**src/sv/tlc_pkg.sv**
```systemverilog
// ----------------------------------------------------------------------------
// tlc_pkg
// Shared types, constants and helpers of the two-level cache tag store.
// ----------------------------------------------------------------------------
package tlc_pkg;

  localparam int CNT_W = 40;
  localparam logic [CNT_W-1:0] CNT_MAX = {CNT_W{1'b1}};

  localparam logic [1:0] POL_INCL = 2'd0;
  localparam logic [1:0] POL_EXCL = 2'd1;

  // back part to front part
  typedef struct packed {
    logic pop;
    logic clearing;
  } tlc_ctl_t;

  function automatic logic [CNT_W-1:0] sat_inc(input logic [CNT_W-1:0] v);
    return (v == CNT_MAX) ? v : v + CNT_W'(1);
  endfunction

endpackage

```
**src/sv/tlc_front.sv**
```systemverilog
// ----------------------------------------------------------------------------
// tlc_front
// Accepts access words and holds them in a two-entry queue for the back part.
// ----------------------------------------------------------------------------
module tlc_front
  import tlc_pkg::*;
#(
  parameter int ADDR_BITS = 48
) (
  input  logic                 clk,
  input  logic                 rst,
  input  logic                 start,
  input  logic                 req_type,
  input  logic [ADDR_BITS-1:0] address,
  output logic                 busy,
  input  tlc_ctl_t             ctl,
  output logic                 q_valid,
  output logic                 q_type,
  output logic [ADDR_BITS-1:0] q_addr
);

  logic                 qt [2];
  logic [ADDR_BITS-1:0] qa [2];
  logic                 wp, rp;
  logic [1:0]           cnt;
  logic                 push, pop;

  assign busy    = (cnt == 2'd2) || ctl.clearing;
  assign push    = start && !busy;
  assign pop     = ctl.pop && (cnt != 2'd0);
  assign q_valid = (cnt != 2'd0);
  assign q_type  = qt[rp];
  assign q_addr  = qa[rp];

  always_ff @(posedge clk) begin
    if (push) begin
      qt[wp] <= req_type;
      qa[wp] <= address;
    end
    if (rst) begin
      wp  <= 1'b0;
      rp  <= 1'b0;
      cnt <= 2'd0;
    end else begin
      if (push) wp <= ~wp;
      if (pop) rp <= ~rp;
      if (push && !pop) cnt <= cnt + 2'd1;
      else if (pop && !push) cnt <= cnt - 2'd1;
    end
  end

endmodule

```
**config.mk**
```make
export PLATFORM = sky130hd
export DESIGN_NAME = tlc_front
export DESIGN_NICKNAME = d
export VERILOG_FILES = /design/src/sv/tlc_pkg.sv /design/src/sv/tlc_front.sv
export SDC_FILE = /design/constraint.sdc
export NUM_CORES = 1
export LEC_CHECK = 0
export ABC_AREA = 1
export ABC_CLOCK_PERIOD_IN_PS = 3100
export BUFFER_PORTS_ARGS = -buffer_cell sky130_fd_sc_hd__buf_2
export CORE_ASPECT_RATIO = 0.6
export CORE_MARGIN = 2
export CORE_UTILIZATION = 42
export CTS_BUF_LIST = sky130_fd_sc_hd__clkbuf_2 sky130_fd_sc_hd__clkbuf_4 sky130_fd_sc_hd__clkbuf_8
export DETAILED_ROUTE_END_ITERATION = 10
export PLACE_DENSITY = 0.81
export SETUP_SLACK_MARGIN = 0.05
export SYNTH_ARGS = -nofsm -noshare
export SYNTH_HDL_FRONTEND = slang
export SYNTH_SLANG_ARGS = --single-unit
export TNS_END_PERCENT = 5
```
**constraint.sdc**
```tcl
create_clock -name clk -period 3.1 [get_ports clk]
set_clock_uncertainty 0.05 [all_clocks]
set_input_delay 0.31 -clock clk [delete_from_list [all_inputs] [get_ports clk]]
set_output_delay 0.31 -clock clk [all_outputs]
set_load 0.01 [all_outputs]
```
After elaboration in Yosys (flattened, before gate mapping)

Memories as Yosys holds them, arrays and structs flattened. A register that Yosys moved wholly into a read port is not among the register bits.
Cells that the tools add are included.

Add/sub/neg operators: 2
Eq/ne operators: 1
Muxes and demuxes: 8
Bitwise logic cells: 2
Reduce and logical (&&, ||, !) cells: 10

Operators with widths:

| cell                                                                | number |
|---|---|
| 1-bit 2-to-1 mux                                                    | 6 |
| 1-bit logical AND                                                   | 4 |
| 2-bit 2-to-1 mux                                                    | 2 |
| 2-bit nonzero test                                                  | 2 |
| 1-bit logical NOT                                                   | 3 |
| 2-bit by 1-bit adder with 2-bit output (second input constant)      | 1 |
| 2-bit == test (second input constant)                               | 1 |
| 1-bit inverter                                                      | 2 |
| 2-bit by 1-bit subtractor with 2-bit output (second input constant) | 1 |
| 1-bit logical OR                                                    | 1 |

Register bits: 4
Memory bits (writable): 98
Bits of input ports: 54
Output and inout port bits: 51
Logic and storage cells: 28
Memories: 2

Memory list:

| name | words | bits a word | read ports | clocked after memory_dff | wr ports | line            | text |
|---|---|---|---|---|---|---|---|
| qa   | 2     | 48          | 1          | 1                        | 1        | tlc_front.sv:23 | `logic [ADDR_BITS-1:0] qa [2];` |
| qt   | 2     | 1           | 1          | 1                        | 1        | tlc_front.sv:22 | `logic qt [2];` |

Depth between registers and ports, before layout

Gate-level depths: netlist of run 1.

Depth in word-level cells: 8
Depth in mapped cells: 11
Gate-level depth less buffers: 11

Worst setup path before layout of run 1

OpenSTA, ideal clock, no wires.

Kind: register to register
Start: reg cnt[0]
End: mem qa[0][0] (enable)
Library setup time: 0.456 ns
Data arrival time: 2.637 ns
Setup slack: -0.043 ns
Cell stages (with the launch flop): 5
Path buffers: 0
Period minus slack after synthesis: 3.143 ns
Cells stage by stage: dfxtp_1 inv_1 nand2_1 nand3_1 nor2_1

Cells in the longest elaborated chain, start to end: 6

RTL lines:

| element                                | line            | text |
|---|---|---|
| start, declared                        | tlc_front.sv:25 | `logic [1:0] cnt;` |
| start signal, assigned                 | tlc_front.sv:47 | `if (push && !pop) cnt <= cnt + 2'd1;` |
| start signal, assigned                 | tlc_front.sv:48 | `else if (pop && !push) cnt <= cnt - 2'd1;` |
| 2-bit == test                          | tlc_front.sv:28 | `assign busy = (cnt == 2'd2) \|\| ctl.clearing;` |
| 1-bit logical OR                       | tlc_front.sv:28 |  |
| 1-bit logical NOT                      | tlc_front.sv:29 | `assign push = start && !busy;` |
| 1-bit logical AND                      | tlc_front.sv:29 |  |
| 1-bit 2-to-1 mux                       | tlc_front.sv:36 | `if (push) begin` |
| 1-bit 2-to-1 mux (implied by the code) | tlc_front.sv:38 | `qa[wp] <= address;` |
| end, declared                          | tlc_front.sv:23 |  |

No other way between the ends.

==> results.yml, run 1 <==
job:
  maxCapViolCount: 0
synth:
  syn-num-nets: 247
  yosysTopAreaCell: "edfxtp_1"
  synthTopCellsByArea: "edfxtp_1 (77%), mux2_2 (11%), mux2_4 (3.9%), dfxtp_1 (2.6%), nand2_1 (1.1%)"
  syn_inst: 192
  netlist.area_leader.share_pct: 76.8
  ys_seq_area_share_pct: 79.4
  syn_area_per_cell_sq_um: 20.0
  netlist_area_sq_mm: 0.00383
  synth.distinct_cells: 15
  ys_ff_latch: 103
  yosysWarnings: 0
clock_tree:
  clkSinkCount: 103
  clkTransAtPathRegs_ns: 0.09
  hold_buffers: 0
  clk_path_buf_depth: 2
  clock-root-buffer: "clkbuf_8"
  cts_buffers: 9
  cts_resized: 0
  cts_setup_buffers: 0
  clk_latency_ns: 0.36
  h-tree-depth: 3
  cts_tree: "built"
global_route:
  antenna_found_initial: 1
  grt_max_degree: 40
  grt_pass1_vias: 2104
  grt_usage_pct: 14.3
  grt_first_pass_wirelength_microns: 10600
  grt_overflow: 0
routing:
  highest_layer: "met4"
  wl_met3_microns: 584
  m1WireLength_microns: 3070
  ant_nets: 0
  routedWlPerCell_microns: 16.2
  drcViolationCount: 0
  vias: 2010
  wl_met2_microns: 3050
  drtIter0Drc: 115
  viasPerCell: 4.77
  drt-pass1-iter-count: 4
  drt-total-wl_microns: 6810
sta:
  rsz0062_at_grt: "false"
  setup-violations-final: 0
  tightestPinTransition_ns: 0.696
  final-hold-violation-count: 0
  maxSlewHeadroom_pct: 53.5
  timing.final.crit_share_pct: 74.9
  min_period_ns: 2.32
  setup_tns_ns: 0
  max_freq_mhz: 431
  final_max_slew_viol_count: 0
critical_path:
  setup.worst_path.start_class: "flip-flop"
  critPathRequiredTime_ns: 2.74
  critPathMaxStageDelay_ns: 0.53
  slowest_stage: "buf_4"
  critical_path.max_fanout: 39
  crit_chain: "buf_4 > mux2_2 > buf_2"
  ff2ff_path_depth: 5
  arrival_ns: 1.96
  critPathKind: "reg -> out"
  endpoint_kind: "output port"
floorplanning:
  rows: 26
  coreArea_sq_mm: 0.00869
  start_util_pct: 44.1
  die_w_microns: 127
  ioPinCount: 105
  die_h_microns: 78.0
  die-area_sq_mm: 0.00993
pwr:
  ir_drop_v: 0.000368
  power_density_mw_per_mm2: 655
  power.total_mw: 3.08
  leakage_nw: 1.80
finish:
  layout-drive-gt1-share_pct: 56.0
  area_growth_pct: 22.8
  final_cell_mix: "buf_2 (104), edfxtp_1 (98), mux2_2 (39), nand2_1 (11), mux2_4 (10)"
  fill_cells: 693
  final_common_cell: "buf_2"
  diodes: 0
  layout.nets: 360
placed_design:
  port_buffers: 104
  dp_hpwl_microns: 4680
  gp_congestion: 0.741
hold_path:
  hold_class: "in -> reg"
  holdPathStages: 2
run_status:
  status: "complete, no violations"
==> synthesized netlist by cell type <==
| cell | count |
|---|---|
| a21oi_1 | 2 |
| buf_4 | 3 |
| buf_6 | 1 |
| buf_8 | 1 |
| dfxtp_1 | 5 |
| edfxtp_1 | 98 |
| ha_1 | 1 |
| inv_1 | 10 |
| mux2_2 | 39 |
| mux2_4 | 10 |
| nand2_1 | 11 |
| nand3_1 | 3 |
| nand4_1 | 2 |
| nor2_1 | 5 |
| o21ai_0 | 1 |
==> layout make-up <==
cell class              instances  area [sq um]  area share [%]
clock buffers                  10           131            2.79
clock inverters                 5          73.8            1.57
inverters                      10          37.5           0.797
multi-input cells              74           712            15.1
flip-flops and latches        103          3040            64.7
well taps                     112           140            2.98
repair buffers                107           568            12.1
==> critical path, delay by kind of cell (launching register included) <==
family	cells	cell delay [ns]
buf+inv	2	0.67
mux	1	0.41
flops	1	0.49
==> power by group <==
group	total, mW	switching [mW]	internal (mW)
clock	0.877	0.423	0.454
combinational	0.551	0.286	0.265
sequential	1.66	0.0349	1.62
total	3.08	0.744	2.34
==> routing by layer <==
metal / vias up / track usage [%]
met3: 12 / 6.62
met4: 0 / 5.93
met5: - / 0
met2: 75 / 21.5
met1: 967 / 17.8
li1: 956 / -
==> logic make-up after synthesis <==
kind of cell | Yosys count | synth area share (%)
AO/OA/AOI/OAI | 3 | 0.392
adder cells (fa/ha/maj) | 1 | 0.326
buffers and inverters | 15 | 2.25
flip-flops | 103 | 79.4
multiplexers | 49 | 15.4
AND/OR/NAND/NOR | 21 | 2.28
==> state kept, by name, indices dropped and copies added, names as in the netlist, named ones only <==
signal  cells
qa         96
wp          1
cnt         2
qt          2
rp          1
==> final timing paths <==
path | to | slack [ns] | from
setup / recovery | q_addr[19] | 0.78 | flip-flop
hold / removal | wp | 0.07 | rst
hold reg to reg | flip-flop | 0.48 | rp
setup reg to reg | qa[0][38] | 1.14 | cnt[0]
==> per-stage QoR <==
stage	std cells	instance area, sq um	hold WS (ns)	util [%]	setup WS (ns)
global route	421	4710	0.0416	54.2	0.645
finish	421	4710	0.0725	54.2	0.778
CTS	421	4710	0.0435	54.2	0.737
floorplan	192	3840	0.332	-	0.766
global placement	406	4500	0.430	51.8	1.19
detailed placement	406	4500	0.453	51.8	1.12
No activity file was read; power rests on OpenSTA's default activity.
==> run 2: changes to the inputs <==
--- a/config.mk
+++ b/config.mk
@@ -5,8 +5,8 @@
 export SDC_FILE = /design/constraint.sdc
 export NUM_CORES = 1
 export LEC_CHECK = 0
-export ABC_AREA = 1
-export ABC_CLOCK_PERIOD_IN_PS = 3100
+export ABC_AREA = 0
+export ABC_CLOCK_PERIOD_IN_PS = 2100
 export BUFFER_PORTS_ARGS = -buffer_cell sky130_fd_sc_hd__buf_2
 export CORE_ASPECT_RATIO = 0.6
 export CORE_MARGIN = 2
==> constraint.sdc (replaced) <==
create_clock -name clk -period 2.1 [get_ports clk]
set_clock_uncertainty 0.05 [all_clocks]
set_input_delay 0.21 -clock clk [delete_from_list [all_inputs] [get_ports clk]]
set_output_delay 0.21 -clock clk [all_outputs]
set_load 0.01 [all_outputs]
==> run 2 against run 1 <==
  * Sequential cell count is the same
  * Total power grew 66%
  * Final area grew 9.6%
  * Non-clock buffer count grew 50
  * Worst hold slack lost 0.046 ns
  * Clock-buffer cell count shrank 1
  * Largest cell class unchanged
  * Highest routed layer unchanged
==> results.yml, run 2 <==
run_status:
  status: "complete, no violations"
sta:
  tightestPinTransition_ns: 0.390
  setup_tns_ns: 0
  setup-violations-final: 0
  max_freq_mhz: 539
  rsz0062_at_grt: "false"
  whs_ns: 0.0267
  final-hold-violation-count: 0
  timing.final.crit_share_pct: 88.3
  finalWorstSetupSlack_ns: 0.246
  min_period_ns: 1.85
  maxSlewHeadroom_pct: 74.0
  final_max_slew_viol_count: 0
synth:
  ys_async_sr_fraction_pct: 0
  synth.distinct_cells: 18
  ys_ff_latch: 103
  ys_seq_area_share_pct: 80.9
  synth-main-ff-cell: "edfxtp_1"
  synthTopCellsByArea: "edfxtp_1 (78%), mux2_2 (15%), dfxtp_1 (2.7%), xor2_1 (0.70%), nand2b_1 (0.50%)"
  netlist.area_leader.share_pct: 78.2
  synthTopCellsByCount: "edfxtp_1 (98), mux2_2 (49), dfxtp_1 (5)"
  yosysTopAreaCell: "edfxtp_1"
  synth_most_common_cell: "edfxtp_1"
  synth_edf_count: 98
  syn_area_per_cell_sq_um: 21.0
  yosysWarnings: 0
  netlist_area_sq_mm: 0.00376
  syn-num-nets: 234
  syn_inst: 179
finish:
  area_growth_pct: 37.0
  final_common_cell: "buf_2"
  largest-register: "qa"
  fill_cells: 650
  diodes: 0
  final_area_sq_mm: 0.00516
  layout-drive-gt1-share_pct: 50.4
  layout.nets: 397
  final_cell_mix: "buf_2 (104), edfxtp_1 (98), mux2_2 (49), dlygate4sd3_1 (49), clkbuf_8 (9)"
  largest_register_ffs: 96
  reg_top3: "qa (96), cnt (2), qt (2)"
  utilization_pct: 59.8
floorplanning:
  rows: 26
  die_w_microns: 126
  die_h_microns: 77.3
  ioPinCount: 105
  start_util_pct: 43.7
  coreArea_sq_mm: 0.00862
  die-area_sq_mm: 0.00976
critical_path:
  critPathMaxStageDelay_ns: 0.40
  critPathKind: "reg -> out"
  slowest_stage: "mux2_2"
  critical_path.max_fanout: 28
  path_buf_inv: 2
  setup.worst_path.start_class: "flip-flop"
  crit_chain: "buf_4 > mux2_2 > buf_2"
  critPathRequiredTime_ns: 1.84
  path_delay_family: "buffers and inverters"
  endpoint_kind: "output port"
  arrival_ns: 1.59
clock_tree:
  clk_latency_ns: 0.36
  clkTransAtPathRegs_ns: 0.09
  cts_tree: "built"
  cts_resized: 0
  cts_buffers: 9
  h-tree-depth: 3
  hold_buffers: 49
  cts_setup_buffers: 0
  clkSinkCount: 103
  clock-root-buffer: "clkbuf_8"
  clk_path_buf_depth: 2
placed_design:
  placed_area_sq_mm: 0.00446
  pre_cts_ws_ns: 0.424
  dp_hpwl_microns: 4260
  port_buffers: 104
  gp_congestion: 0.721
pwr:
  pwr-share-seq_pct: 49.0
  switching_share_pct: 26.2
  power_density_mw_per_mm2: 992
  leakage_nw: 1.92
  p_sw_mw: 1.34
  ir_drop_v: 0.000536
  p_int_mw: 3.78
  combPwrFrac_pct: 25.9
  clkPwrFrac_pct: 25.1
global_route:
  grt_first_pass_wirelength_microns: 10800
  grt_usage_pct: 14.9
  grt_max_degree: 50
  grt_pass1_vias: 2211
  grt_overflow: 0
  antenna_found_initial: 0
routing:
  routedWlPerCell_microns: 15.3
  drt-total-wl_microns: 7030
  drtIter0Drc: 92
  drcViolationCount: 0
  viasPerCell: 4.67
  drt-pass1-iter-count: 4
  vias: 2145
  ant_nets: 0
hold_path:
  hold_class: "in -> reg"
job:
  maxCapViolCount: 0
-- run 2: final timing paths --
check             from  cells past startpoint          to  slack [ns]
max          flip-flop                      3  q_addr[31]        0.25
min                rst                      2   flip-flop        0.03
max reg2reg     cnt[0]                      5      cnt[1]        0.36
min reg2reg         rp                      2          rp        0.47
-- run 2: power groups by stage --
stage                     Combinational, mW  Clock, mW  Sequential [mW]
after detailed placement               1.26          0             2.55
final                                  1.32       1.28             2.51
after global routing                   1.43       1.42             2.52
after global placement                 1.24          0             2.54
after CTS                              1.34       1.33             2.51
after floorplan                       0.811          0             2.54
-- run 2: layout make-up --
type	count	area (sq um)	area share [%]
flip-flops and latches	103	3040	59.0
repair buffers	157	1070	20.7
multi-input cells	71	696	13.5
well taps	112	140	2.72
clock buffers	9	124	2.40
clock inverters	7	87.6	1.70
-- run 2: per-stage QoR --
stage / power [mW] / cells
finish: 5.12 / 459
global route: 5.38 / 459
CTS: 5.18 / 459
detailed placement: 3.81 / 394
global placement: 3.78 / 394
floorplan: 3.35 / 179
-- run 2: cells by family after synthesis --
family,after synthesis,synth area share (%)
simple gates,14,2.03
fa+ha+maj,1,0.332
flops,103,80.9
buf+inv,5,0.898
compound gates,4,0.532
xor+xnor,3,0.698
mux,49,14.7
-- run 2: routing by layer --
metal	GRT usage [%]	part of all wire, %	vias to the layer above
li1	-	-	1020
met1	17.5	43	1028
met2	24.8	48	89
met3	6.63	7.9	8
met4	4.62	1.3	0
met5	0	0	-
==> run 3: changes to the inputs <==
--- a/config.mk
+++ b/config.mk
@@ -13,7 +13,7 @@
 export CORE_UTILIZATION = 42
 export CTS_BUF_LIST = sky130_fd_sc_hd__clkbuf_2 sky130_fd_sc_hd__clkbuf_4 sky130_fd_sc_hd__clkbuf_8
 export DETAILED_ROUTE_END_ITERATION = 10
-export PLACE_DENSITY = 0.81
+export PLACE_DENSITY = 0.71
 export SETUP_SLACK_MARGIN = 0.05
 export SYNTH_ARGS = -nofsm -noshare
 export SYNTH_HDL_FRONTEND = slang
==> constraint.sdc (replaced) <==
create_clock -name clk -period 2.1 [get_ports clk]
set_clock_uncertainty 0.05 [all_clocks]
set_input_delay 0.105 -clock clk [delete_from_list [all_inputs] [get_ports clk]]
set_output_delay 0.105 -clock clk [all_outputs]
set_load 0.01 [all_outputs]
==> run 3 against run 2 <==
  * Combinational power is essentially flat
  * Sequential cell count unchanged
  * Final cell count grew 0.44%
  * Sequential power is essentially flat
  * Register-to-register slack improved by 0.07 ns
  * Worst hold slack improved by 0.078 ns
  * Final area fell by 0.58%
  * Clock-buffer cell count did not move
  * Non-clock buffer count grew 2
  * Critical endpoint is now q_addr[19]
==> results.yml, run 3 (synthesis results as in run 2) <==
run_status:
  status: "complete, no violations"
critical_path:
  crit_chain: "buf_4 > mux2_2 > buf_2"
  critPathMaxStageDelay_ns: 0.39
  setup.worst_path.start_class: "flip-flop"
  r2r-end: "cnt[1]"
  slowest_stage: "mux2_2"
  endpoint_kind: "output port"
  critPathKind: "reg -> out"
  critPathRequiredTime_ns: 1.95
  r2r-start: "cnt[0]"
  ff2ff_path_depth: 5
  rrSetupSlack_ns: 0.43
  arrival_ns: 1.56
  critical_path.max_fanout: 26
clock_tree:
  clkSinkCount: 103
  cts_setup_buffers: 0
  cts_buffers: 9
  cts_resized: 0
  clk_path_buf_depth: 2
  h-tree-depth: 3
  clock-root-buffer: "clkbuf_8"
  clk_latency_ns: 0.35
  hold_buffers: 51
  clkTransAtPathRegs_ns: 0.08
  cts_tree: "built"
placed_design:
  placed_area_sq_mm: 0.00446
  gp_congestion: 0.745
  dp_hpwl_microns: 4040
  placed_cells: 394
  pre_cts_ws_ns: 0.445
  port_buffers: 104
global_route:
  grt_overflow: 0
  grt_usage_pct: 15.0
  grt_use_met2_pct: 23.8
  grt_util_met1_pct: 18.8
  grt_max_degree: 50
  grt_pass1_vias: 2254
  met3_usage_pct: 6.07
  busiest_layer: "met2"
  antenna_found_initial: 0
  grt_first_pass_wirelength_microns: 11000
finish:
  area_growth_pct: 36.2
  multi_input_area_sq_um: 696
  final_area_sq_mm: 0.00513
  final_common_cell: "buf_2"
  instances_no_fill: 461
  layout.nets: 399
  largest_register_ffs: 96
  final_cell_mix: "buf_2 (104), edfxtp_1 (98), dlygate4sd3_1 (51), mux2_2 (49), clkbuf_8 (9)"
  reg_top3: "qa (96), cnt (2), qt (2)"
  fill_cells: 652
  final-seq-area_sq_mm: 0.00304
  diodes: 0
  layout-drive-gt1-share_pct: 49.6
  largest-register: "qa"
pwr:
  power_density_mw_per_mm2: 950
  ir_drop_v: 0.000552
  leakage_nw: 1.92
floorplanning:
  rows: 26
  ioPinCount: 105
  start_util_pct: 43.7
  die_h_microns: 77.3
  coreArea_sq_mm: 0.00862
  die-area_sq_mm: 0.00976
  die_w_microns: 126
sta:
  whs_ns: 0.105
  maxSlewHeadroom_pct: 76.8
  min_period_ns: 1.71
  final-hold-violation-count: 0
  timing.final.crit_share_pct: 81.6
  tightestPinTransition_ns: 0.348
  finalWorstSetupSlack_ns: 0.387
  setup-violations-final: 0
  max_freq_mhz: 584
  rsz0062_at_grt: "false"
  final_max_slew_viol_count: 0
  setup_tns_ns: 0
routing:
  routedWlPerCell_microns: 15.1
  drt-total-wl_microns: 6950
  drcViolationCount: 0
  drtIter0Drc: 117
  viasPerCell: 4.64
  vias: 2137
  ant_nets: 0
  drt-pass1-iter-count: 4
job:
  maxCapViolCount: 0
hold_path:
  holdPathStages: 4
  min_to: "wp"
  worstHoldStart: "start"
  hold_class: "in -> reg"
-- run 3: changes by cell type in the layout (fill, tap and decap cells not counted), sizes merged --
cell,before,now
dlygate4sd3,49,51
clkinv,3,5
bufinv,2,0
clkinvlp,2,0
inv,0,2
-- run 3: layout make-up --
type,instances,area share [%]
well taps,112,2.73
clock inverters,7,0.732
multi-input cells,71,13.6
flip-flops and latches,103,59.4
clock buffers,9,2.42
repair buffers,159,21.2
-- run 3: where the power goes --
part,total (mW),internal [mW],switching (mW)
registers,2.50,2.45,0.0563
clock network,1.05,0.421,0.625
logic,1.32,0.671,0.648
total,4.87,3.54,1.33
-- run 3: worst max path at each step --
stage | endpoint | start | slack [ns] | cells after the start
2_1_floorplan | qa[1][0] | cnt[0] | -0.12 | 2
3_3_place_gp | cnt[1] | cnt[0] | 0.48 | 5
3_5_place_dp | cnt[1] | cnt[0] | 0.45 | 5
4_1_cts | q_addr[19] | flip-flop | 0.35 | 3
5_1_grt | q_addr[19] | flip-flop | 0.30 | 3
6_report | q_addr[19] | flip-flop | 0.39 | 3
-- run 3: metal layers --
layer	share of wire, %	vias up	wire length, microns
met5	0	-	0
met4	1.2	0	85
met3	8.1	10	564
met2	45	86	3140
met1	46	1013	3160
li1	-	1028	-
-- run 3: metrics by stage --
step           utilization, %  power, mW
2_1_floorplan               -       3.35
3_3_place_gp             51.7       3.79
3_5_place_dp             51.7       3.80
4_1_cts                  59.5       4.93
5_1_grt                  59.5       5.13
6_report                 59.5       4.87
-- run 3: worst max-delay path, delay by kind of cell (launching register included) --
kind	cells	cell delay [ns]
buffers and inverters	2	0.47
DFF	1	0.33
muxes	1	0.39
